## config.mk

```make
export PLATFORM = sky130hd
export DESIGN_NAME = vwim_front
export DESIGN_NICKNAME = d
export VERILOG_FILES = /design/src/rtl/core/vwim_pkg.sv /design/src/rtl/core/vwim_front.sv
export SDC_FILE = /design/constraint.sdc
export NUM_CORES = 1
export LEC_CHECK = 0
export BUFFER_PORTS_ARGS = -buffer_cell sky130_fd_sc_hd__buf_2
export CAP_MARGIN = 20
export CORE_UTILIZATION = 52
export CTS_CLUSTER_DIAMETER = 60
export CTS_CLUSTER_SIZE = 40
export DETAILED_ROUTE_END_ITERATION = 8
export GPL_ROUTABILITY_DRIVEN = 0
export PLACE_DENSITY = 0.87
export SYNTH_ARGS = -nofsm -noshare
export SYNTH_HDL_FRONTEND = slang
export SYNTH_SLANG_ARGS = --single-unit
```

## constraint.sdc

```tcl
create_clock -name clk -period 7.75 [get_ports clk]
set_clock_uncertainty 0.1 [all_clocks]
set_input_delay 2.325 -clock clk [delete_from_list [all_inputs] [get_ports clk]]
set_output_delay 2.325 -clock clk [all_outputs]
set_load 0.05 [all_outputs]
```

## src/rtl/core/vwim_pkg.sv

```systemverilog
// vwim_pkg: shared types and constants of the vertex weld index map.
// Holds the item and result structs, the command code and the table sizes.
// Has no dependencies.
package vwim_pkg;

	localparam int MAX_POINTS = 4096;
	localparam int MAX_UNIQUE = 4096;
	localparam int PT_AW      = $clog2(MAX_POINTS);
	localparam int UQ_AW      = $clog2(MAX_UNIQUE);
	localparam int PC_W       = $clog2(MAX_POINTS + 1);
	localparam int UC_W       = $clog2(MAX_UNIQUE + 1);
	localparam int IDX_W      = 12;

	localparam logic [63:0] TOL_RESET = 64'd4295;

	localparam logic [1:0] ACT_CLEAR = 2'd0;
	localparam logic [1:0] ACT_ADD   = 2'd1;
	localparam logic [1:0] ACT_REMAP = 2'd2;
	localparam logic [1:0] ACT_NONE  = 2'd3;

	typedef enum logic [1:0] {
		OP_CLEAR,
		OP_ADD,
		OP_REMAP,
		OP_NOP
	} cmd_op_t;

	typedef struct packed {
		logic [1:0]         action;
		logic signed [31:0] x_coord;
		logic signed [31:0] y_coord;
		logic signed [31:0] z_coord;
		logic [11:0]        corner_index;
	} in_item_t;

	typedef struct packed {
		logic [11:0] merged_index;
		logic        is_new;
		logic        store_full;
		logic        bad_index;
	} out_item_t;

	typedef struct packed {
		cmd_op_t            op;
		logic signed [31:0] x_coord;
		logic signed [31:0] y_coord;
		logic signed [31:0] z_coord;
		logic [11:0]        corner_index;
	} cmd_t;

	typedef struct packed {
		logic [UC_W-1:0] unique_count;
		logic [PC_W-1:0] point_count;
	} stat_t;

endpackage

```

## src/rtl/core/vwim_front.sv

```systemverilog
// vwim_front: input side, decodes each item into a command and queues it.
// Two-entry queue toward the back end. Depends on vwim_pkg.
module vwim_front (
	input  logic              clk,
	input  logic              arst_n,
	input  logic              push,
	output logic              full,
	input  vwim_pkg::in_item_t item,
	output logic              cmd_valid,
	output vwim_pkg::cmd_t    cmd,
	input  logic              cmd_pop
);

	vwim_pkg::cmd_t slot_q [2];
	logic           wr_ptr_q;
	logic           rd_ptr_q;
	logic [1:0]     cnt_q;
	vwim_pkg::cmd_t dec;
	logic           do_push;
	logic           do_pop;

	// classify the action code
	always_comb begin
		dec.x_coord      = item.x_coord;
		dec.y_coord      = item.y_coord;
		dec.z_coord      = item.z_coord;
		dec.corner_index = item.corner_index;
		unique case (item.action)
			vwim_pkg::ACT_CLEAR: dec.op = vwim_pkg::OP_CLEAR;
			vwim_pkg::ACT_ADD:   dec.op = vwim_pkg::OP_ADD;
			vwim_pkg::ACT_REMAP: dec.op = vwim_pkg::OP_REMAP;
			vwim_pkg::ACT_NONE:  dec.op = vwim_pkg::OP_NOP;
		endcase
	end

	assign full      = (cnt_q == 2'd2);
	assign cmd_valid = (cnt_q != 2'd0);
	assign cmd       = slot_q[rd_ptr_q];
	assign do_push   = push && !full;
	assign do_pop    = cmd_pop && cmd_valid;

	always_ff @(posedge clk) begin
		if (do_push) begin
			slot_q[wr_ptr_q] <= dec;
		end
	end

	always_ff @(posedge clk or negedge arst_n) begin
		if (!arst_n) begin
			wr_ptr_q <= 1'b0;
			rd_ptr_q <= 1'b0;
			cnt_q    <= 2'd0;
		end else begin
			if (do_push) begin
				wr_ptr_q <= !wr_ptr_q;
			end
			if (do_pop) begin
				rd_ptr_q <= !rd_ptr_q;
			end
			cnt_q <= cnt_q + 2'(do_push) - 2'(do_pop);
		end
	end

endmodule

```

* Word level (Yosys, flattened, before mapping)
Memory sizes are Yosys's and may differ from the RTL's. Index checks and enable logic that the tools add are counted.
Storage, ports and cells: register bits 4, bits in writable memories 220, input port bits 114, output and inout port bits 112, logic and storage cells 20, memories kept 1
Operators by class: add/sub/neg operators 2, equality and inequality tests 4, muxes and demuxes 3, reduce and logical (&&, ||, !) cells 7
Memory list:
- slot_q | depth 2, width 110, read ports 1, clocked after Yosys merged registers in 0, write ports 1, line vwim_front.sv:14 | vwim_pkg::cmd_t slot_q [2];
Operator list (count):
- $pmux 2 s4 | 1
- $eq 2x2->1 const B | 3
- $logic_not 1->1 | 3
- $add 2x1->2 | 1
- $eq 2x1->1 const B | 1
- $logic_and 1x1->1 | 2
- $logic_not 2->1 | 1
- $mux 1 | 2
- $reduce_bool 2->1 | 1
- $sub 2x1->2 | 1

* Depth between registers and ports, before layout
Gate-level depths: netlist of the first run.
depth after elaboration 5, gate-level depth with buffers 7, gate-level depth less buffers 7

* Worst setup path after synthesis of the first run
OpenSTA, ideal clock, no wires.
kind input -> register, from input push, to memory slot_q[0][0] (netlist bit), enable pin, setup time 0.580 ns, arrival time 6.995 ns, data required time 7.070 ns, slack 0.076 ns, stages on the path 2, buffers on the path 0, cells stage by stage nand2_1 -> nor2_1
On the way: word-level cells in the longest chain between the ends 3
RTL lines:
- start, declared | line vwim_front.sv:6 | input logic push,
- $logic_and 1x1->1 | line vwim_front.sv:39 | assign do_push = push && !full;
- $mux 1 | line vwim_front.sv:43 | if (do_push) begin
- $mux 1 (not written as such) | line vwim_front.sv:44 | slot_q[wr_ptr_q] <= dec;
- end, declared | line vwim_front.sv:14
No other way between the ends.

==> impl_metrics.env, run 1 <==
export IMPL_run_status="completed"
export IMPL_crit_type="reg2out"
export IMPL_setup_ws_ns=2.545
export IMPL_tns_ns=0
export IMPL_end_kind="primary output"
export IMPL_vias=4145
export IMPL_cts_resized=0
export IMPL_synthAdderAreaFrac_pct=0.3060
export IMPL_ios=226
export IMPL_fin_crit_sh_pct=67.17
export IMPL_ys_flop_type="edfxtp_1"
export IMPL_worstPathRequired_ns=5.33
export IMPL_place_inst=788
export IMPL_total_leakage_power_uw=0.003720
export IMPL_postCtsSetupBuffers=0
export IMPL_async_flop_share_pct=1.786
export IMPL_synth_cell_types=16
export IMPL_cts_tree="yes"
export IMPL_synth_edf_count=220
export IMPL_yosys_area_share_simple_pct=0.4284
export IMPL_met3_wirelength_um=1087
export IMPL_synthMuxAreaShare_pct=15.15
export IMPL_antenna_found_initial=1
export IMPL_drt_wl_total_um=14600
export IMPL_path_max_fanout=56
export IMPL_die_area_um2=16230
export IMPL_clk_pin_slew_ns=0.08
export IMPL_core_area_um2=15260
export IMPL_yosysSeqAreaShare_pct=82.01
export IMPL_postSynthCellCount=362
export IMPL_cts_sinks=224
export IMPL_clk_path_buf_depth=3
export IMPL_place_area_um2=9484
export IMPL_setup_violations=0
export IMPL_cts_buffers=15
export IMPL_finalHoldWorstSlack_ns=0.4000
export IMPL_gr_total_overflow=0
export IMPL_drt_iter0_drc=247
export IMPL_top_layer_used="met4"
export IMPL_cts_hold_buf=0
export IMPL_hold_viol=0
export IMPL_cp_arrival_ns=2.78
export IMPL_grt_max_degree=60
export IMPL_wl_per_cell_um=17.94
export IMPL_tightest_slew_ns=0.7887
export IMPL_synthXorXnorAreaFrac_pct=0.4284
export IMPL_area_growth_pct=22.08
export IMPL_fmaxAchievable_ghz=0.1921
export IMPL_synthTopCellsByArea="edfxtp_1 (81%), mux2_2 (15%), buf_6 (1.4%), dfrtp_1 (1.2%), xnor2_1 (0.32%)"
export IMPL_row_count=45
export IMPL_synth_top_family_by_area="multiplexers"
export IMPL_antenna_left=0
export IMPL_worst_ir_drop_vdd_mv=0.3183
export IMPL_p_per_area_nw_per_um2=444.7
export IMPL_fin_nets=710
export IMPL_synth_top_area_share_pct=80.78
export IMPL_ys_warn_count=0
export IMPL_stdcell_area_um2=9983
export IMPL_firstDrtPassIters=4
export IMPL_viasPerCell=5.092
export IMPL_synthMostInstantiatedCell="edfxtp_1"
export IMPL_min_period_ns=5.205
export IMPL_cts_max_level=1
export IMPL_die_h_um=127.4
export IMPL_clockRootBuffer="clkbuf_16"
export IMPL_clock_latency_ns=0.46
export IMPL_synth_top_area_cell="edfxtp_1"
export IMPL_start_util_pct=53.60
export IMPL_dr_wl_met2_um=7583
export IMPL_synth_area_um2=8178
export IMPL_syn_num_nets=478
export IMPL_start_kind="register"
export IMPL_rsz0062_at_grt="no"
export IMPL_dp_hpwl_um=9571
export IMPL_die_x_um=127.4
export IMPL_met1_length_um=5633
export IMPL_nFillCells=1016
export IMPL_route_detailed_drc=0
export IMPL_slew_violations=0
export IMPL_final_layout_size_suffix_gt1_share_pct=60.96
export IMPL_synth_compound_area_share_pct=0
export IMPL_port_buffers=225
export IMPL_hold_class="reg2reg"
export IMPL_grtUsageTotal_pct=17.32
export IMPL_ys_ff_latch=224
export IMPL_synth_top_cells_by_count="edfxtp_1 (220), mux2_2 (110), buf_6 (10)"
export IMPL_pre_cts_ws_ns=2.975
export IMPL_grt_pass1_vias=4419
export IMPL_syn_area_per_cell_um2=22.59
export IMPL_cap_violations=0
export IMPL_grt_pass1_wl_um=21590
export IMPL_fin_cells=814
export IMPL_max_slew_margin_pct=47.42
-- flip-flops by register name, summed over array words and instances (netlist names) --
name / flops
cnt_q: 2
rd_ptr_q: 1
slot_q: 220
wr_ptr_q: 1
-- kinds of logic (layout without fill, tap and decap cells) --
logic type               after synthesis  after routing
XOR/XNOR                               4              4
adder cells (fa/ha/maj)                2              2
buffers and inverters                 16            256
flip-flops                           224            224
multiplexers                         110            110
other                                  0              1
AND/OR/NAND/NOR                        6              6
-- per-layer routing --
layer	up-vias	GRT usage (%)
li1	1890	-
met1	2047	19.46
met2	179	31.95
met3	29	4.439
met4	0	5.742
met5	-	0
-- placed cells by master, fill, tap and decap left out, types with 2 or more instances in the layout --
cell type,netlist,final
buf_2,2,225
buf_4,0,4
bufinv_16,0,2
clkbuf_16,0,15
clkinvlp_4,0,2
dfrtp_1,4,3
edfxtp_1,220,220
ha_1,2,2
inv_1,2,2
inv_6,0,2
mux2_2,110,110
xnor2_1,3,3
-- cell type report --
cell class / count / area [um^2] / share of cell area, %
flip-flops and latches: 224 / 6710 / 67.21
multi-input cells: 122 / 1346 / 13.49
repair buffers: 229 / 1156 / 11.58
clock buffers: 16 / 379.1 / 3.797
well taps: 211 / 264.0 / 2.644
clock inverters: 9 / 117.6 / 1.178
inverters: 2 / 7.507 / 0.07520
diodes: 1 / 2.502 / 0.02507
-- critical path: stages, from the launching register on --
cell     delay, ns
dfrtp_4       0.90
buf_4         0.69
mux2_2        0.43
buf_2         0.22
-- power by group --
| part | total [uW] | switching [uW] | internal (uW) |
|---|---|---|---|
| Sequential | 1780 | 119 | 1660 |
| Clock | 815 | 383 | 431 |
| Combinational | 1850 | 1350 | 496 |
-- worst paths after layout --
path / startpoint / end / slack, ns / cells after the start
min in group asynchronous: arst_n / wr_ptr_q / 1.55 / 1
hold / removal: cnt_q[1] / cnt_q[1] / 0.40 / 1
hold reg to reg: cnt_q[1] / cnt_q[1] / 0.40 / 1
setup / recovery: rd_ptr_q / cmd[23] / 2.54 / 3
setup reg to reg: cnt_q[1] / slot_q[0][28] / 5.09 / 5
max in group asynchronous: arst_n / rd_ptr_q / 5.85 / 1
-- through the flow --
| stage | utilization, % | total power (uW) |
|---|---|---|
| 3_3_place_gp | 62.16 | 3619 |
| 4_1_cts | 65.41 | 4478 |
| 6_report | 65.43 | 4439 |
| 5_1_grt | 65.43 | 4606 |
| 3_5_place_dp | 62.16 | 3667 |
| 2_1_floorplan | - | 3328 |
No activity file was read; power rests on OpenSTA's default activity.
==> run 2, diff against run 1 <==
- clock period: 7.75 -> 5.1 ns (I/O delays scaled with it)
==> run 2 against run 1 <==
Effect of this change:
- clock-buffer cell count down 1
- combinational power grew 52%
- power up 52%
- global-route usage decreased by 0.31 points
- first-iteration DRC count decreased by 6.5%
- die area unchanged
- critical endpoint is now cmd[41]
- largest cell class unchanged
- largest power group unchanged
==> impl_metrics.env, run 2 (same netlist as run 1, synthesis figures left out) <==
export IMPL_die_x_um=127.4
export IMPL_p_per_area_nw_per_um2=673.6
export IMPL_clock_latency_ns=0.47
export IMPL_grt_pass1_wl_um=21450
export IMPL_drt_wl_total_um=14100
export IMPL_fin_nets=709
export IMPL_row_count=45
export IMPL_cts_tree="yes"
export IMPL_nFillCells=1026
export IMPL_total_leakage_power_uw=0.003730
export IMPL_intPower_uw=3936
export IMPL_largest_reg_flops=220
export IMPL_reg_top3="slot_q x220, cnt_q x2"
export IMPL_fmaxAchievable_ghz=0.2480
export IMPL_cts_hold_buf=0
export IMPL_gr_total_overflow=0
export IMPL_viasPerCell=5.002
export IMPL_start_kind="register"
export IMPL_cap_violations=0
export IMPL_port_buffers=225
export IMPL_run_status="completed"
export IMPL_min_period_ns=4.032
export IMPL_grt_pass1_vias=4366
export IMPL_antenna_left=0
export IMPL_antenna_found_initial=1
export IMPL_grtUsageTotal_pct=17.00
export IMPL_start_util_pct=53.60
export IMPL_pwr_share_comb_pct=41.9
export IMPL_drt_iter0_drc=231
export IMPL_clkPwrFrac_pct=18.1
export IMPL_power_frac_seq_pct=40.0
export IMPL_clk_path_buf_depth=3
export IMPL_crit_type="reg2out"
export IMPL_cts_max_level=1
export IMPL_finalHoldWorstSlack_ns=0.4141
export IMPL_path_max_fanout=57
export IMPL_final_util_pct=65.55
export IMPL_core_area_um2=15260
export IMPL_final_common_cell="buf_2"
export IMPL_slew_violations=0
export IMPL_fin_cells=813
export IMPL_die_area_um2=16230
export IMPL_wl_per_cell_um=17.34
export IMPL_cp_arrival_ns=2.40
export IMPL_dp_hpwl_um=9298
export IMPL_final_layout_size_suffix_gt1_share_pct=61.06
export IMPL_vias=4067
export IMPL_cts_sinks=224
export IMPL_ios=226
export IMPL_postCtsSetupBuffers=0
export IMPL_tns_ns=0
export IMPL_grt_max_degree=63
export IMPL_tightest_slew_ns=0.8108
export IMPL_max_slew_margin_pct=45.94
export IMPL_firstDrtPassIters=6
export IMPL_setup_violations=0
export IMPL_hold_viol=0
export IMPL_top_register="slot_q"
export IMPL_place_inst=788
export IMPL_worst_ir_drop_vdd_mv=0.5540
export IMPL_die_h_um=127.4
export IMPL_switching_share_pct=41.59
export IMPL_p_sw_uw=2802
export IMPL_hold_class="reg2reg"
export IMPL_p_total_uw=6737
export IMPL_end_kind="primary output"
export IMPL_clockRootBuffer="clkbuf_16"
export IMPL_cts_resized=0
export IMPL_final_cell_mix="buf_2 (225), edfxtp_1 (220), mux2_2 (110), clkbuf_16 (15)"
export IMPL_multi_input_area_um2=1346
export IMPL_regArea_um2=6710
export IMPL_fin_crit_sh_pct=79.07
export IMPL_rsz0062_at_grt="no"
export IMPL_cts_buffers=14
export IMPL_route_detailed_drc=0
export IMPL_area_growth_pct=22.31
export IMPL_worstPathRequired_ns=3.47
export IMPL_clk_pin_slew_ns=0.08
run 2: path summary, 6_finish.rpt:
kind	startpoint	endpoint	cells after the start	slack, ns
worst max register to register	cnt_q[1]	slot_q[1][14]	3	2.97
worst max-delay path	rd_ptr_q	cmd[41]	3	1.07
min in group asynchronous	arst_n	wr_ptr_q	1	0.75
max in group asynchronous	arst_n	rd_ptr_q	1	3.99
worst min-delay path	cnt_q[1]	cnt_q[1]	1	0.41
worst min register to register	cnt_q[1]	cnt_q[1]	1	0.41
run 2: power groups by stage:
stage | Clock [uW] | Combinational (uW) | Sequential (uW)
floorplan | 0 | 2380 | 2660
global placement | 0 | 2810 | 2710
detailed placement | 0 | 2840 | 2740
CTS | 1260 | 2850 | 2700
global route | 1320 | 2950 | 2740
finish | 1220 | 2820 | 2690
run 2: worst max-delay path, cell delays in order, from the launching register on:
cell,delay [ns]
dfrtp_4,0.92
buf_12,0.36
mux2_2,0.40
buf_2,0.22
run 2: layer usage:
metal  global-route usage, %  wire, um  up-vias
met5                       0         0        -
met4                   4.972       344        0
met3                   4.481      1120       27
met2                   30.28      7072      168
met1                   20.31      5563     1988
li1                        -         -     1884
run 2: layout make-up:
class	count	share of cell area (%)
Sequential cell	224	67.09
Tap cell	211	2.639
Multi-Input combinational cell	122	13.46
Clock inverter	9	1.151
Antenna cell	1	0.02502
Timing Repair Buffer	229	11.81
Clock buffer	15	3.753
Inverter	2	0.07506
run 2: per-stage QoR:
step                      worst slack [ns]  cell area [um^2]
after floorplan                    0.07394              8180
after global placement               1.553              9509
after detailed placement             1.527              9509
after CTS                            1.003             10000
after global routing                0.9473             10000
final                                1.068             10000
